==> src/sv/scba_pkg.sv <==
// Shared types and constants of the size-class bump allocator.
// No dependencies; compiled first.
`timescale 1ns / 1ps

package scba_pkg;

  localparam int NBINS      = 64;
  localparam int BIN_AW     = 6;
  localparam int HW         = 21;  // handle width
  localparam int OFW        = 17;  // offset width inside a free walk
  localparam int SZW        = 11;  // size field width
  localparam int CMDW       = 2;
  localparam int STW        = 2;
  localparam int MLW        = 6;   // min_leftover width
  localparam int MIN_LO_RST = 8;

  // floor(x/3) = (x * 43691) >> 17 for x below 2^16
  localparam int DIV3_MUL   = 43691;
  localparam int DIV3_SHIFT = 17;

  typedef enum logic [CMDW-1:0] {
    CMD_ALLOC = 2'd0,
    CMD_FREE  = 2'd1,
    CMD_CLEAR = 2'd2,
    CMD_NOP   = 2'd3
  } cmd_e;

  typedef enum logic [STW-1:0] {
    ST_OK       = 2'd0,
    ST_NO_CHUNK = 2'd1,
    ST_OVERSIZE = 2'd2
  } status_e;

  // single-port request to the bin head memory
  typedef struct packed {
    logic              en;
    logic              we;
    logic              clr;
    logic [BIN_AW-1:0] addr;
    logic [HW-1:0]     wdata;
  } bin_req_t;

endpackage

==> src/sv/scba_bin_mem.sv <==
// Bin head memory: 64 list heads, single port, registered read.
// Depends on scba_pkg; per-entry valid bits make an empty bin read as 0.
`timescale 1ns / 1ps

module scba_bin_mem (
  input  logic                   clk_i,
  input  logic                   rst_ni,
  input  scba_pkg::bin_req_t     req_i,
  output logic [scba_pkg::HW-1:0] rdata_o
);
  import scba_pkg::*;

  logic [HW-1:0]    mem [NBINS];
  logic [NBINS-1:0] vld_q;
  logic [HW-1:0]    rdata_q;
  logic             rvld_q;

  always_ff @(posedge clk_i or negedge rst_ni) begin
    if (!rst_ni) begin
      vld_q  <= '0;
      rvld_q <= 1'b0;
    end else begin
      if (req_i.clr) begin
        vld_q <= '0;
      end else if (req_i.en && req_i.we) begin
        vld_q[req_i.addr] <= 1'b1;
      end
      if (req_i.en && !req_i.we) begin
        rvld_q <= vld_q[req_i.addr];
      end
    end
  end

  always_ff @(posedge clk_i) begin
    if (req_i.en && req_i.we) begin
      mem[req_i.addr] <= req_i.wdata;
    end
    if (req_i.en && !req_i.we) begin
      rdata_q <= mem[req_i.addr];
    end
  end

  assign rdata_o = rvld_q ? rdata_q : '0;

endmodule

==> config.mk <==
export PLATFORM = sky130hd
export DESIGN_NAME = scba_bin_mem
export DESIGN_NICKNAME = d
export VERILOG_FILES = /design/src/sv/scba_pkg.sv /design/src/sv/scba_bin_mem.sv
export SDC_FILE = /design/constraint.sdc
export NUM_CORES = 1
export LEC_CHECK = 0
export BUFFER_PORTS_ARGS = -buffer_cell sky130_fd_sc_hd__clkbuf_2
export CORE_UTILIZATION = 40
export CTS_BUF_LIST = sky130_fd_sc_hd__clkbuf_4 sky130_fd_sc_hd__clkbuf_8 sky130_fd_sc_hd__clkbuf_16
export DETAILED_ROUTE_END_ITERATION = 8
export PLACE_DENSITY = 0.62
export SETUP_SLACK_MARGIN = 0.05
export SYNTH_ARGS = -nofsm -noshare
export SYNTH_HDL_FRONTEND = slang
export SYNTH_SLANG_ARGS = --single-unit
==> constraint.sdc <==
create_clock -name clk_i -period 1.9 [get_ports clk_i]
set_input_delay 0.38 -clock clk_i [delete_from_list [all_inputs] [get_ports clk_i]]
set_output_delay 0.38 -clock clk_i [all_outputs]
set_load 0.02 [all_outputs]
==> results.ini <==
[placed_design]
port_buffers = 52
detailed_place.area_um2 = 63900
detailed_place_hpwl_mm = 114
gp_congestion = 0.907
placed_cells = 5233

[global_routing]
first_global_vias = 32700
groute.usage.overall_pct = 25.6
grt_pass1_wl_mm = 253
antenna_violations_before_repair = 11
pin_count_of_the_biggest_net_entering_global_routing = 66
grt_overflow_total = 0

[timing]
setup_viol = 40
rsz0062_at_grt = true
max_slew.worst_pin.slew_ps = 870
final_worst_path_period_share_pct = 116
skew_ps = 39.3
timing.final.hold_violations = 0
max_clock_freq_mhz = 456
relative_slew_slack_pct = 42.0
finalSetupTns_ps = -7960
fin_crit_ps = 2190
final_max_slew_viol_count = 0
finalWorstSetupSlack_ps = -295

[finish]
syn2layout_area_growth_pct = 26.8
layout.cells.non_filler = 5511
finish.instance_area_um2 = 70300
num-nets-final = 3628
drive_gt1_share_pct = 37.6
utilization_pct = 51.2

[power_and_ir_drop]
worst_ir_drop_vdd_v = 0.000905
pwr_dens_nw_per_um2 = 990
power_frac_clock_pct = 42.4
finalPower_mw = 69.6
power.leakage_nw = 23.7
power.switching_mw = 15.9
power_frac_comb_pct = 7.7
register_share_of_total_power_pct = 49.9
internal-power_mw = 53.7
swShare_pct = 22.8

[yosys]
synthFlopType = sky130_fd_sc_hd__edfxtp_1
netlist_instances = 3004
ys_seq_area_share_pct = 76.9
post_synth_and_or_nand_nor_area_fraction_pct = 3.28
dominant_combinational_cell_family_by_area_after_synthesis = multiplexers
ys.warnings.count = 0
post_synth_num_cell_types = 61
post_synth_fa_ha_maj_area_fraction_pct = 0
synth_area_um2 = 55400
synth_fp_nets = 3036
synth_edf_count = 1365
synth.ff_latch_count = 1430
post_synth_arst_share_pct = 4.55
synthXorXnorAreaFrac_pct = 0
synth.area.mux_share_pct = 10.0
synth.avg_cell_area_um2 = 18.5
synth_compound_gate_area_share_pct = 7.73

[drt]
drc = 0
drt-total-wl_mm = 181
drt_first_pass_iters = 7
detail_route.wl_per_cell_um = 32.8
via_count = 33500
avg_vias_per_cell = 6.07
final_antenna_net_count = 0
detailedRoute.firstIterationViolations = 4775

[clock_network]
cts_tree = yes
clock_sink_count = 1430
cts_root_buf = sky130_fd_sc_hd__clkbuf_16
clk_transition_reported_paths_ps = 70
h-tree-depth = 4
clk_path_buf_depth = 3
worst_skew_pair.late_latency_ps = 810
cts_buffer_count = 146

[worst_setup_path]
crit_path_end_kind = register
crit_arrival_ps = 2730
critical_path.reg2reg.startpoint = mem[43][0]
reg2regPathDepth = 7
worst-r2r-setup-slack_ps = -290
worst_r2r_dst = rdata_q[0]
path_cells = a221oi_2 -> nor2_1 -> o21ai_0 -> buf_4 -> o221ai_2 -> buf_4 -> or4_1
timing_worst_setup_path_type = reg -> reg
worstPathMaxFanout = 1
cpMaxStageDelayCell = sky130_fd_sc_hd__or4_1
crit_path_frequent_cell = sky130_fd_sc_hd__buf_4
timing.critical_path.slowest_cell_delay_ps = 500
timing.critical_path.from_type = register
cp.required_ps = 2440

[hold_path]
worst_hold_path.endpoint = mem[57][15]
holdCritPathClass = in -> reg
worst_hold_depth = 2
holdCritStartpoint = req_i[15]

[floorplan]
num_io_pins = 53
floorplan.initialDensity_pct = 40.3
die-area_um2 = 140000
num_rows = 136
die_y_um = 374
design.core.area_um2 = 137000
die_w_um = 374

[outcome]
violations = setup timing
status = finished, violations left

[run]
timing.max_cap.violations = 0

-- sequential cells by signal, summed over array words and instances, names as in the netlist --
register / count
vld_q: 64
mem: 1344
rdata_q: 21
rvld_q: 1
-- metal layers --
metal | share of wire [%] | track usage [%] | wire length (µm) | vias to the layer above
met5 | 0.021 | 0 | 38 | -
met4 | 4.5 | 11.3 | 8140 | 6
met3 | 10 | 4.91 | 18300 | 387
met2 | 47 | 40.2 | 84300 | 2089
met1 | 39 | 34.9 | 69800 | 17500
li1 | - | - | - | 13500
-- worst max-delay path by stage --
stage | start | end | slack (ps) | depth (start not counted)
final | mem[43][0] | rdata_q[0] | -290 | 7
after global routing | mem[44][16] | rdata_q[16] | -350 | 6
after detailed placement | req_i[22] | rvld_q | -1570 | 10
after floorplan | req_i[22] | rdata_q[5] | -390 | 7
after global placement | req_i[22] | rvld_q | -1590 | 10
after CTS | rvld_q | rdata_o[18] | -320 | 3
-- kinds of logic (layout without fill, tap and decap cells) --
logic type,after synthesis,in the layout
flip-flops,1430,1430
AO/OA/AOI/OAI,567,567
other,0,4
AND/OR/NAND/NOR,424,424
multiplexers,379,379
buffers and inverters,204,913
-- power groups by stage --
stage	Sequential (mW)	Combinational [mW]	Clock, mW
floorplan	35.4	1.96	0
detailed placement	35.4	4.82	0
finish	34.7	5.34	29.5
global route	34.7	5.46	30.9
global placement	35.4	4.79	0
CTS	34.7	5.16	29.7
-- Yosys cell counts, types with 4 or more instances --
| library cell | n | area, µm² |
|---|---|---|
| sky130_fd_sc_hd__o211ai_1 | 9 | 67.6 |
| sky130_fd_sc_hd__mux2_4 | 6 | 90.1 |
| sky130_fd_sc_hd__a221oi_1 | 167 | 1460 |
| sky130_fd_sc_hd__a211oi_1 | 14 | 105 |
| sky130_fd_sc_hd__o22ai_1 | 67 | 419 |
| sky130_fd_sc_hd__nor2_1 | 263 | 987 |
| sky130_fd_sc_hd__mux4_2 | 128 | 2880 |
| sky130_fd_sc_hd__o22a_1 | 7 | 61.3 |
| sky130_fd_sc_hd__o21ai_0 | 64 | 320 |
| sky130_fd_sc_hd__o2bb2ai_1 | 14 | 123 |
| sky130_fd_sc_hd__a32oi_1 | 4 | 35.0 |
| sky130_fd_sc_hd__mux2i_1 | 137 | 1370 |
| sky130_fd_sc_hd__buf_6 | 25 | 282 |
| sky130_fd_sc_hd__buf_1 | 15 | 56.3 |
| sky130_fd_sc_hd__mux2_1 | 7 | 78.8 |
| sky130_fd_sc_hd__nand3_1 | 14 | 70.1 |
| sky130_fd_sc_hd__clkbuf_1 | 52 | 195 |
| sky130_fd_sc_hd__nand2b_1 | 4 | 25.0 |
| sky130_fd_sc_hd__o2111ai_1 | 4 | 35.0 |
| sky130_fd_sc_hd__nor2b_1 | 7 | 43.8 |
| sky130_fd_sc_hd__a22oi_1 | 72 | 541 |
| sky130_fd_sc_hd__o21ai_1 | 7 | 35.0 |
| sky130_fd_sc_hd__a22o_1 | 20 | 175 |
| sky130_fd_sc_hd__a221oi_2 | 10 | 150 |
| sky130_fd_sc_hd__a221o_1 | 15 | 150 |
| sky130_fd_sc_hd__o21ba_2 | 7 | 70.1 |
| sky130_fd_sc_hd__a21oi_1 | 56 | 280 |
| sky130_fd_sc_hd__buf_4 | 27 | 203 |
| sky130_fd_sc_hd__dfrtp_1 | 65 | 1630 |
| sky130_fd_sc_hd__o221ai_1 | 11 | 96.3 |
| sky130_fd_sc_hd__a31oi_1 | 4 | 25.0 |
| sky130_fd_sc_hd__buf_2 | 81 | 405 |
| sky130_fd_sc_hd__or3_1 | 5 | 31.3 |
| sky130_fd_sc_hd__mux2_2 | 101 | 1140 |
| sky130_fd_sc_hd__or4_1 | 9 | 67.6 |
| sky130_fd_sc_hd__nand2_1 | 73 | 274 |
| sky130_fd_sc_hd__edfxtp_1 | 1365 | 41000 |
| sky130_fd_sc_hd__and2_1 | 27 | 169 |
-- through the flow --
stage                     setup slack [ps]  hold slack [ps]
after floorplan                       -387             84.4
after global placement               -1590              435
after detailed placement             -1570              439
after CTS                             -317             40.7
after global routing                  -353             59.8
final                                 -295             56.8
-- placed cells by master, fill, tap and decap left out, types with 14 or more instances in the layout --
master and count:
sky130_fd_sc_hd__a221oi_2 55, sky130_fd_sc_hd__a221o_1 15, sky130_fd_sc_hd__a221oi_1 113, sky130_fd_sc_hd__clkbuf_16 146, sky130_fd_sc_hd__a21oi_1 49, sky130_fd_sc_hd__a22o_1 19, sky130_fd_sc_hd__a22oi_1 64, sky130_fd_sc_hd__mux2_2 93
sky130_fd_sc_hd__clkbuf_4 37, sky130_fd_sc_hd__o21ai_1 14, sky130_fd_sc_hd__and2_4 19, sky130_fd_sc_hd__clkbuf_2 27, sky130_fd_sc_hd__buf_8 14, sky130_fd_sc_hd__clkinv_2 19, sky130_fd_sc_hd__mux2i_1 126, sky130_fd_sc_hd__nor2_4 70
sky130_fd_sc_hd__mux4_2 128, sky130_fd_sc_hd__dfrtp_1 65, sky130_fd_sc_hd__nand2_1 65, sky130_fd_sc_hd__clkinv_1 24, sky130_fd_sc_hd__o21ai_0 46, sky130_fd_sc_hd__buf_6 15, sky130_fd_sc_hd__nor2_1 188, sky130_fd_sc_hd__o22ai_1 47
sky130_fd_sc_hd__edfxtp_1 1365, sky130_fd_sc_hd__buf_4 416, sky130_fd_sc_hd__o22ai_2 15, sky130_fd_sc_hd__o2bb2ai_1 14, sky130_fd_sc_hd__mux2_4 18, sky130_fd_sc_hd__buf_12 164
-- critical path: cells and delay by family (launching register included) --
kind | cells | cell delay (ps)
AND/OR/NAND/NOR | 2 | 600
buffers and inverters | 2 | 360
AO/OA/AOI/OAI | 3 | 570
flip-flops | 1 | 400
-- what timing repair did --
action,4_1_cts,5_1_grt
pin swaps,59,36
endpoints found under the hold margin,65,0
setup buffers,14,2
hold buffers,1,0
setup endpoints to repair,376,218
gates resized for setup,234,75
-- final cells by class --
class                   instances  area (µm²)
diodes                          4        10.0
inverters                       3        16.3
fillers                     10900       67200
flip-flops and latches       1430       42600
well taps                    1794        2240
clock buffers                 189        4020
multi-input cells            1370       13400
clock inverters                76         963
repair buffers                645        7080
Note: power is estimated with default switching activity, not from simulation.
